File: config.mk
export PLATFORM = sky130hd
export DESIGN_NAME = lru_key_value_cache
export DESIGN_NICKNAME = d
export VERILOG_FILES = /design/src/sv/lrukv_pkg.sv /design/src/sv/lrukv_store.sv /design/src/sv/lru_key_value_cache.sv
export SDC_FILE = /design/constraint.sdc
export NUM_CORES = 2
export LEC_CHECK = 0
export ABC_AREA = 0
export BUFFER_PORTS_ARGS = -buffer_cell sky130_fd_sc_hd__buf_4
export CAP_MARGIN = 10
export CORE_ASPECT_RATIO = 1.4
export CORE_UTILIZATION = 35
export CTS_CLUSTER_DIAMETER = 60
export DETAILED_ROUTE_END_ITERATION = 6
export PLACE_DENSITY = 0.57
export SYNTH_ARGS = -nofsm -noshare
export SYNTH_HDL_FRONTEND = slang
export SYNTH_HIERARCHICAL = 1
export SYNTH_SLANG_ARGS = --single-unit
File: constraint.sdc
create_clock -name aclk -period 8.5 [get_ports aclk]
set_input_delay 0.425 -clock aclk [delete_from_list [all_inputs] [get_ports aclk]]
set_output_delay 0.425 -clock aclk [all_outputs]
set_load 0.01 [all_outputs]
File: src/sv/lrukv_pkg.sv
// ----------------------------------------------------------------------------
// lrukv_pkg
// shared widths, codes and reset values for the lru key-value cache
// ----------------------------------------------------------------------------
`default_nettype none

package lrukv_pkg;

    localparam int DATA_W          = 32;
    localparam int CAP_W           = 5;
    localparam int MAX_ENTRIES_DEF = 16;

    localparam logic [CAP_W-1:0]  CAP_RESET  = 5'd16;
    localparam logic              OP_GET     = 1'b0;
    localparam logic              OP_SET     = 1'b1;
    localparam logic [DATA_W-1:0] MISS_VALUE = {DATA_W{1'b1}};

endpackage

`default_nettype wire

File: src/sv/lrukv_store.sv
// ----------------------------------------------------------------------------
// lrukv_store
// key and value memories, one write port and one registered read port
// ----------------------------------------------------------------------------
`default_nettype none

module lrukv_store #(
    parameter int MAX_ENTRIES = lrukv_pkg::MAX_ENTRIES_DEF
) (
    input  wire                                                aclk,
    input  wire  [((MAX_ENTRIES > 1) ? $clog2(MAX_ENTRIES) : 1)-1:0] rd_addr,
    output logic [lrukv_pkg::DATA_W-1:0]                       rd_key,
    output logic [lrukv_pkg::DATA_W-1:0]                       rd_value,
    input  wire                                                wr_en,
    input  wire  [((MAX_ENTRIES > 1) ? $clog2(MAX_ENTRIES) : 1)-1:0] wr_addr,
    input  wire  [lrukv_pkg::DATA_W-1:0]                       wr_key,
    input  wire  [lrukv_pkg::DATA_W-1:0]                       wr_value
);

    logic [lrukv_pkg::DATA_W-1:0] key_mem   [MAX_ENTRIES];
    logic [lrukv_pkg::DATA_W-1:0] value_mem [MAX_ENTRIES];

    always_ff @(posedge aclk) begin
        if (wr_en) begin
            key_mem[wr_addr]   <= wr_key;
            value_mem[wr_addr] <= wr_value;
        end
        rd_key   <= key_mem[rd_addr];
        rd_value <= value_mem[rd_addr];
    end

endmodule

`default_nettype wire

File: src/sv/lru_key_value_cache.sv
// ----------------------------------------------------------------------------
// lru_key_value_cache
// fully associative key-value cache with least-recently-used replacement
//
//   channel   direction  tdata                       tuser
//   s_        in         key [31:0], value [63:32]   opcode [0]
//   m_        out        read_value [31:0]           hit [0]
//   cfg_      in         capacity_in_use [4:0]       -
//
// a get steps through accept, a key scan over every entry through the
// single memory read port, a drain of the read, a rank update, and a load
// of the result register
// a set takes the same steps but the result load, its last step is the write-back
// a get waits in the last step while the previous result is not yet taken
// reset empties the cache through the valid bits, no clearing pass
// ----------------------------------------------------------------------------
`default_nettype none

module lru_key_value_cache #(
    parameter int MAX_ENTRIES = lrukv_pkg::MAX_ENTRIES_DEF
) (
    input  wire                                aclk,
    input  wire                                aresetn,
    input  wire                                s_tvalid,
    output logic                               s_tready,
    input  wire  [2*lrukv_pkg::DATA_W-1:0]     s_tdata,   // key, value
    input  wire  [0:0]                         s_tuser,   // opcode
    output logic                               m_tvalid,
    input  wire                                m_tready,
    output logic [lrukv_pkg::DATA_W-1:0]       m_tdata,   // read_value
    output logic [0:0]                         m_tuser,   // hit
    input  wire                                cfg_wr_en,
    input  wire  [lrukv_pkg::CAP_W-1:0]        cfg_wr_data
);

    localparam int IW    = (MAX_ENTRIES > 1) ? $clog2(MAX_ENTRIES) : 1;
    localparam int RW    = IW;
    localparam int CNT_W = $clog2(MAX_ENTRIES + 1);
    localparam int CW    = (CNT_W > lrukv_pkg::CAP_W) ? CNT_W : lrukv_pkg::CAP_W;
    localparam int DW    = lrukv_pkg::DATA_W;

    localparam logic [2:0] ST_IDLE   = 3'd0;
    localparam logic [2:0] ST_SCAN   = 3'd1;
    localparam logic [2:0] ST_DRAIN  = 3'd2;
    localparam logic [2:0] ST_UPDATE = 3'd3;
    localparam logic [2:0] ST_RESP   = 3'd4;

    logic [2:0]                  state_reg, state_next;
    logic [lrukv_pkg::CAP_W-1:0] capacity_reg, capacity_next;
    logic [CNT_W-1:0]            occ_reg, occ_next;
    logic                        valid_reg [MAX_ENTRIES];
    logic                        valid_next [MAX_ENTRIES];
    logic [RW-1:0]               rank_reg [MAX_ENTRIES];
    logic [RW-1:0]               rank_next [MAX_ENTRIES];
    logic                        evict_vec [MAX_ENTRIES];

    logic                        op_reg, op_next;
    logic [DW-1:0]               key_reg, key_next;
    logic [DW-1:0]               val_reg, val_next;
    logic                        evict_reg, evict_next;
    logic [CNT_W-1:0]            cap_reg, cap_next;
    logic [IW-1:0]               idx_reg, idx_next;
    logic                        chk_reg, chk_next;
    logic [IW-1:0]               chk_idx_reg;
    logic                        found_reg, found_next;
    logic [IW-1:0]               hit_idx_reg, hit_idx_next;
    logic [RW-1:0]               hit_rank_reg, hit_rank_next;
    logic [DW-1:0]               hit_val_reg, hit_val_next;
    logic                        free_found_reg, free_found_next;
    logic [IW-1:0]               free_idx_reg, free_idx_next;

    logic                        m_tvalid_reg, m_tvalid_next;
    logic                        m_hit_reg, m_hit_next;
    logic [DW-1:0]               m_data_reg, m_data_next;

    logic [DW-1:0]               rd_key, rd_value;
    logic                        wr_en;
    logic [IW-1:0]               wr_addr;
    logic [CW-1:0]               cap_wide;
    logic [CNT_W-1:0]            cap_eff;
    logic [RW-1:0]               thr;
    logic                        s_accept;
    logic                        match;
    logic                        free_here;

    lrukv_store #(
        .MAX_ENTRIES (MAX_ENTRIES)
    ) u_store (
        .aclk     (aclk),
        .rd_addr  (idx_reg),
        .rd_key   (rd_key),
        .rd_value (rd_value),
        .wr_en    (wr_en),
        .wr_addr  (wr_addr),
        .wr_key   (key_reg),
        .wr_value (val_reg)
    );

    assign s_tready = (state_reg == ST_IDLE);
    assign s_accept = s_tvalid && s_tready;
    assign m_tvalid = m_tvalid_reg;
    assign m_tdata  = m_data_reg;
    assign m_tuser  = m_hit_reg;

    assign thr       = RW'(cap_reg - 1'b1);
    assign match     = chk_reg && valid_reg[chk_idx_reg] && (rd_key == key_reg);
    assign free_here = chk_reg && (!valid_reg[chk_idx_reg] ||
                       (evict_reg && (rank_reg[chk_idx_reg] >= thr)));

    assign wr_en   = (state_reg == ST_UPDATE) && (op_reg == lrukv_pkg::OP_SET);
    assign wr_addr = found_reg ? hit_idx_reg : free_idx_reg;

    // effective capacity, clamped to 1 .. MAX_ENTRIES
    always_comb begin
        cap_wide = CW'(capacity_reg);
        if (cap_wide == '0) begin
            cap_wide = CW'(1);
        end
        if (cap_wide > CW'(MAX_ENTRIES)) begin
            cap_wide = CW'(MAX_ENTRIES);
        end
        cap_eff = cap_wide[CNT_W-1:0];
    end

    always_comb begin
        for (int i = 0; i < MAX_ENTRIES; i++) begin
            evict_vec[i] = evict_reg && valid_reg[i] && (rank_reg[i] >= thr);
        end
    end

    always_comb begin
        state_next      = state_reg;
        capacity_next   = cfg_wr_en ? cfg_wr_data : capacity_reg;
        occ_next        = occ_reg;
        op_next         = op_reg;
        key_next        = key_reg;
        val_next        = val_reg;
        evict_next      = evict_reg;
        cap_next        = cap_reg;
        idx_next        = idx_reg;
        chk_next        = 1'b0;
        found_next      = found_reg;
        hit_idx_next    = hit_idx_reg;
        hit_rank_next   = hit_rank_reg;
        hit_val_next    = hit_val_reg;
        free_found_next = free_found_reg;
        free_idx_next   = free_idx_reg;
        m_tvalid_next   = m_tvalid_reg && !m_tready;
        m_hit_next      = m_hit_reg;
        m_data_next     = m_data_reg;
        for (int i = 0; i < MAX_ENTRIES; i++) begin
            valid_next[i] = valid_reg[i];
            rank_next[i]  = rank_reg[i];
        end

        // compare stage behind the registered read
        if (match && !found_reg) begin
            found_next    = 1'b1;
            hit_idx_next  = chk_idx_reg;
            hit_rank_next = rank_reg[chk_idx_reg];
            hit_val_next  = rd_value;
        end
        if (free_here && !free_found_reg) begin
            free_found_next = 1'b1;
            free_idx_next   = chk_idx_reg;
        end

        case (state_reg)
            ST_IDLE: begin
                if (s_accept) begin
                    op_next         = s_tuser[0];
                    key_next        = s_tdata[DW-1:0];
                    val_next        = s_tdata[2*DW-1:DW];
                    cap_next        = cap_eff;
                    evict_next      = (occ_reg >= cap_eff);
                    idx_next        = '0;
                    found_next      = 1'b0;
                    free_found_next = 1'b0;
                    state_next      = ST_SCAN;
                end
            end
            ST_SCAN: begin
                chk_next = 1'b1;
                if (idx_reg == IW'(MAX_ENTRIES - 1)) begin
                    state_next = ST_DRAIN;
                end else begin
                    idx_next = idx_reg + 1'b1;
                end
            end
            ST_DRAIN: begin
                state_next = ST_UPDATE;
            end
            ST_UPDATE: begin
                if (op_reg == lrukv_pkg::OP_GET) begin
                    if (found_reg) begin
                        for (int i = 0; i < MAX_ENTRIES; i++) begin
                            if (valid_reg[i] && (IW'(i) != hit_idx_reg) &&
                                (rank_reg[i] < hit_rank_reg)) begin
                                rank_next[i] = rank_reg[i] + 1'b1;
                            end
                        end
                        rank_next[hit_idx_reg] = '0;
                    end
                    state_next = ST_RESP;
                end else begin
                    if (!found_reg) begin
                        for (int i = 0; i < MAX_ENTRIES; i++) begin
                            if (evict_vec[i]) begin
                                valid_next[i] = 1'b0;
                                rank_next[i]  = '0;
                            end else if (valid_reg[i]) begin
                                rank_next[i] = rank_reg[i] + 1'b1;
                            end
                        end
                        valid_next[free_idx_reg] = 1'b1;
                        rank_next[free_idx_reg]  = '0;
                        occ_next = (evict_reg ? (cap_reg - 1'b1) : occ_reg) + 1'b1;
                    end
                    state_next = ST_IDLE;
                end
            end
            ST_RESP: begin
                if (!m_tvalid_reg || m_tready) begin
                    m_tvalid_next = 1'b1;
                    m_hit_next    = found_reg;
                    m_data_next   = found_reg ? hit_val_reg : lrukv_pkg::MISS_VALUE;
                    state_next    = ST_IDLE;
                end
            end
            default: begin
                state_next = ST_IDLE;
            end
        endcase
    end

    // control state
    always_ff @(posedge aclk) begin
        if (!aresetn) begin
            state_reg      <= ST_IDLE;
            capacity_reg   <= lrukv_pkg::CAP_RESET;
            occ_reg        <= '0;
            chk_reg        <= 1'b0;
            found_reg      <= 1'b0;
            free_found_reg <= 1'b0;
            m_tvalid_reg   <= 1'b0;
            for (int i = 0; i < MAX_ENTRIES; i++) begin
                valid_reg[i] <= 1'b0;
                rank_reg[i]  <= '0;
            end
        end else begin
            state_reg      <= state_next;
            capacity_reg   <= capacity_next;
            occ_reg        <= occ_next;
            chk_reg        <= chk_next;
            found_reg      <= found_next;
            free_found_reg <= free_found_next;
            m_tvalid_reg   <= m_tvalid_next;
            for (int i = 0; i < MAX_ENTRIES; i++) begin
                valid_reg[i] <= valid_next[i];
                rank_reg[i]  <= rank_next[i];
            end
        end
    end

    // item payload and scan results
    always_ff @(posedge aclk) begin
        op_reg       <= op_next;
        key_reg      <= key_next;
        val_reg      <= val_next;
        evict_reg    <= evict_next;
        cap_reg      <= cap_next;
        idx_reg      <= idx_next;
        chk_idx_reg  <= idx_reg;
        hit_idx_reg  <= hit_idx_next;
        hit_rank_reg <= hit_rank_next;
        hit_val_reg  <= hit_val_next;
        free_idx_reg <= free_idx_next;
        m_hit_reg    <= m_hit_next;
        m_data_reg   <= m_data_next;
    end

endmodule

`default_nettype wire

== After elaboration in Yosys (flattened, before gate mapping) ==
Memories as Yosys holds them, arrays and structs flattened. A register that Yosys moved wholly into a read port is not among the register bits.
Cells that the tools add are included.
Word-level totals
  register bits after elaboration: 173
  memory bits (writable): 1104
  bits of input ports: 75
  output and inout port bits: 35
  word-level logic and storage cells: 516
  memories: 4
Memories
  u_store.key_mem: depth 16, width 32, read ports 1, clocked after Yosys merged registers in 1, wr ports 1, RTL line lrukv_store.sv:20  | logic [lrukv_pkg::DATA_W-1:0] key_mem [MAX_ENTRIES];
  u_store.value_mem: depth 16, width 32, read ports 1, clocked after Yosys merged registers in 1, wr ports 1, RTL line lrukv_store.sv:21  | logic [lrukv_pkg::DATA_W-1:0] value_mem [MAX_ENTRIES];
  rank_reg: depth 16, width 4, read ports 17, clocked after Yosys merged registers in 1, wr ports 16, RTL line lru_key_value_cache.sv:53  | logic [RW-1:0] rank_reg [MAX_ENTRIES];
  valid_reg: depth 16, width 1, read ports 17, clocked after Yosys merged registers in 1, wr ports 16, RTL line lru_key_value_cache.sv:51  | logic valid_reg [MAX_ENTRIES];
Cells by class
  add/subtract/negate cells: 19
  order comparisons: 39
  equality and inequality tests: 25
  muxes and demuxes: 278
  bitwise logic cells: 40
  reductions and logical operators: 91
Operator list (number)
  $mux 4: 165
  $mux 64: 4
  $and 64x64->64: 2
  $not 64->64: 2
  $mux 1: 94
  $logic_and 1x1->1: 75
  $add 4x1->4 const B: 17
  $ge 4x4->1: 17
  $lt 4x4->1: 16
  $mux 16: 3
  $demux 4 s4: 2
  $eq 32x32->1: 1
  $ne 4x4->1 const A: 8
  $or 1x1->1: 32
  $ne 3x4->1 const A: 4
  $or 16x16->16: 1
  $mux 5: 3
  $pmux 3 s5: 1
  $mux 3: 4
  $ge 5x5->1 const B: 2
  $lt 5x1->1 const B: 2
  $not 4->5: 2
  $reduce_and 3->1: 3
  $ne 2x4->1 const A: 2
  other kinds (21): 30

== Logic depth before layout (Yosys ltp) ==
  depth in word-level cells: 12
  mapped depth: 11

== By module ==
Netlist, hierarchy kept.
By module, submodules not included
  lrukv_store: instances 1, cells each 1647, area each 39573.0 um2, seq. area each 32030.7 um2
  lru_key_value_cache: instances 1, cells each 1476, area each 15215.8 um2, seq. area each 6676.4 um2

== Least setup slack after synthesis ==
OpenSTA, ideal clock, no wires.
  path type: flip-flop to flip-flop
  from: register op_reg
  to: memory u_store/key_mem[0][0] in the netlist's numbering, enable pin
  setup time: 0.565 ns
  data arrival time: 6.178 ns
  required time: 7.935 ns
  slack: 1.758 ns
  cell stages (with the launch flop): 8
  buffers on the path: 3
  clock period less this slack: 6.742 ns
  cells stage by stage: edfxtp_1 > clkbuf_1 > clkbuf_1 > clkbuf_1 > nand2_1 > inv_1 > or3b_2 > nor3_1
On the way
  cells in the longest elaborated chain, start to end: 3
RTL lines
  from (decl): RTL line lru_key_value_cache.sv:57  | logic op_reg, op_next;
  from (signal assigned): RTL line lru_key_value_cache.sv:267  | op_reg <= op_next;
  $logic_and 1x1->1: RTL line lru_key_value_cache.sv:110  | assign wr_en = (state_reg == ST_UPDATE) && (op_reg == lrukv_pkg::OP_SET);
  named net wr_en: RTL line lru_key_value_cache.sv:77  | logic wr_en;
  $mux 1: RTL line lrukv_store.sv:24  | if (wr_en) begin
  $mux 1 (implied by the code): RTL line lrukv_store.sv:25  | key_mem[wr_addr] <= wr_key;
  to (decl): RTL line lrukv_store.sv:20
The timed path passes the listed nets, and every way through them passes these cells.

== Worst setup path after layout ==
  from: register found_reg
  to: memory u_store/key_mem[10][1] in the netlist's numbering, enable pin
On the way
  cells in the longest elaborated chain, start to end: 1
RTL lines
  from (decl): RTL line lru_key_value_cache.sv:65  | logic found_reg, found_next;
  from (signal assigned): RTL line lru_key_value_cache.sv:255  | found_reg <= found_next;
  $mux 4: RTL line lru_key_value_cache.sv:111  | assign wr_addr = found_reg ? hit_idx_reg : free_idx_reg;
  named net wr_addr[0]: RTL line lru_key_value_cache.sv:78  | logic [IW-1:0] wr_addr;
The timed path passes the listed nets, and every way through them passes these cells.

==> flow_summary.ini <==
[status]
status = finished clean

[timing]
finalCritPeriodShare = 0.4496
min_period_ns = 3.822
fin_worst_skew_ns = 0.02648
hold_viol = 0
fin_tns_setup_ns = 0
setup_viol_count_final = 0
max_freq_mhz = 261.6
report.final.slew_viol_count = 0
rsz0062_at_grt = false
worst_slew_pin_slew_ns = 1.129
maxSlewHeadroom = 0.2452

[synth]
syn_inst = 3123
synth_area_um2 = 54790
synth-async-reset-ratio = 0
synth_nets = 3323
synth_cell_type_count = 77
ys_seq_elements = 1341
synth-edff-count = 1185
yosys_warnings = 6
syn_avg_cell_area_um2 = 17.54
ys_seq_area_frac = 0.7065
ys.flop_type = edfxtp_1

[routing]
num_vias = 29500
ant_nets = 0
avgRoutedWirePerCell_um = 23.88
drt-total-wl_mm = 132.3
drc_errors = 0
dr.pass1.iters = 5
via_per_inst = 5.325
drt_iter0_markers = 2143

[clock_tree]
numCtsBuffers = 136
clk_latency_ns = 0.76
cts_buffer_depth = 3
cts_max_level = 4
root_buffer = clkbuf_16
cts_setup_buffers = 0
cts_tree = done
clock_sinks = 1341
clk_pin_slew_ns = 0.06

[die]
chipHeight_um = 470.1
start_util = 0.3527
core_area_um2 = 155300
num_rows = 171
dieArea_um2 = 158100
ios = 110
die_w_um = 336.4

[placed_design]
dp_cells = 5212
place.gp.congestion = 0.8253
hpwl_mm = 74.86
portBuffers = 109
post_dp_cell_area_um2 = 58110

[layout]
multi_input_area_um2 = 15320
drive_above_1_share = 0.2080
final_cell_mix = edfxtp_1, mux4_2, nand2_1
stdcell_count = 5539
ff_latch_area_um2 = 38710
stdcell_area_um2 = 63270
layout.nets = 3550
layout_commonest_cell = edfxtp_1
fill_cells = 14050
syn2layout_area_growth_pct = 15.47

[setup_path]
reg2reg_depth = 5
critical_path_class = reg -> reg
startpoint_type = register
cp.required_ns = 8.88
crit_arrival_ns = 4.20
crit_fanout = 30
r2r_setup_slack_ns = 4.68
end_kind = register

[power]
leakagePower_nw = 20.35
ir_drop_v = 0.0002590
p_total_mw = 15.01
powerDensity_nw_per_um2 = 237.2

[flow_run]
max-cap-violations = 0

[global_route]
grt_remaining_overflow = 0
grt_max_degree = 123
globalRouteTotalUtil = 0.1684
grt_pass1_wl_mm = 198.0
grt_pass1_vias = 30660
antenna_found_initial = 3

[min_path]
min_path_type = in -> reg
min_path_cells = 3
## cell usage after synthesis (all sizes together) (16+ instances only)
| master | number | area [µm²] |
|---|---|---|
| buf | 57 | 357.8 |
| ha | 125 | 1564 |
| maj3 | 16 | 162.7 |
| mux2 | 24 | 270.3 |
| a221oi | 17 | 148.9 |
| nor2b | 16 | 100.1 |
| inv | 53 | 198.9 |
| nor2 | 108 | 405.4 |
| nor3 | 28 | 140.1 |
| clkbuf | 96 | 360.4 |
| nand3 | 27 | 135.1 |
| nand2b | 62 | 387.9 |
| a21oi | 75 | 375.4 |
| and3 | 21 | 136.4 |
| a22oi | 143 | 1074 |
| o21ai | 91 | 455.4 |
| xnor2 | 54 | 473.0 |
| nand4 | 35 | 219.0 |
| nand2 | 189 | 711.9 |
| dfxtp | 156 | 3123 |
| mux4 | 281 | 6329 |
| edfxtp | 1185 | 35580 |
| a31oi | 28 | 175.2 |
## power by group
| part | internal (mW) | leakage, nW | switching, mW |
|---|---|---|---|
| combinational | 0.689 | 6.31 | 0.815 |
| clock | 3.37 | 2.13 | 2.53 |
| sequential | 7.41 | 11.9 | 0.196 |
| total | 11.5 | 20.4 | 3.54 |
## kinds of logic (layout without fill, tap and decap cells)
family | after synthesis | after routing | share of synthesized area
multiplexers | 320 | 320 | 0.1232
adder cells (fa/ha/maj) | 141 | 141 | 0.03151
AO/OA/AOI/OAI | 476 | 476 | 0.05885
other | 0 | 2 | 0
buffers and inverters | 206 | 544 | 0.01674
XOR/XNOR | 65 | 65 | 0.01039
AND/OR/NAND/NOR | 574 | 574 | 0.05284
flip-flops | 1341 | 1341 | 0.7065
## through the flow
step | utilization | setup WS, ns | hold WS, ns
global route | 0.4073 | 4.340 | 0.09500
CTS | 0.4073 | 4.581 | 0.04972
global placement | 0.3741 | 4.674 | 0.3854
detailed placement | 0.3741 | 4.611 | 0.3887
floorplan | - | 1.758 | 0.3855
finish | 0.4073 | 4.678 | 0.1253
## final cells by class
type	instances	area share
sequential	1341	0.6118
multi-input combinational	1576	0.2422
antenna	2	0.00007911
timing repair buffer	242	0.03232
inverter	53	0.003184
clock buffer	181	0.05921
clock inverter	68	0.01011
tap	2076	0.04106
## critical path, stage by stage, from the launching register on
cell and delay [ns]:
dfxtp_2 0.76, mux2_2 0.49, nand2b_1 0.37, nor2_4 0.66
buf_4 0.47, buf_4 0.61
## path summary, 6_finish.rpt
check | from | endpoint
min | s_tvalid | state_reg[2]
min reg2reg | u_store/rd_value[23] | hit_val_reg[23]
max | found_reg | u_store/key_mem[10][1]
max reg2reg | found_reg | u_store/key_mem[10][1]
## timing repair
action,4_1_cts,5_1_grt
hold buffers,76,0
endpoints found under the hold margin,70,0
resized for setup,0,0
## routing by layer
metal,wire (µm),vias to the layer above,global-route usage
met5,13,-,0
li1,-,13120,-
met3,5854,219,0.02593
met2,69180,773,0.3008
met1,53950,15380,0.2074
met4,3276,2,0.05173
(Power assumes the default switching activity.)
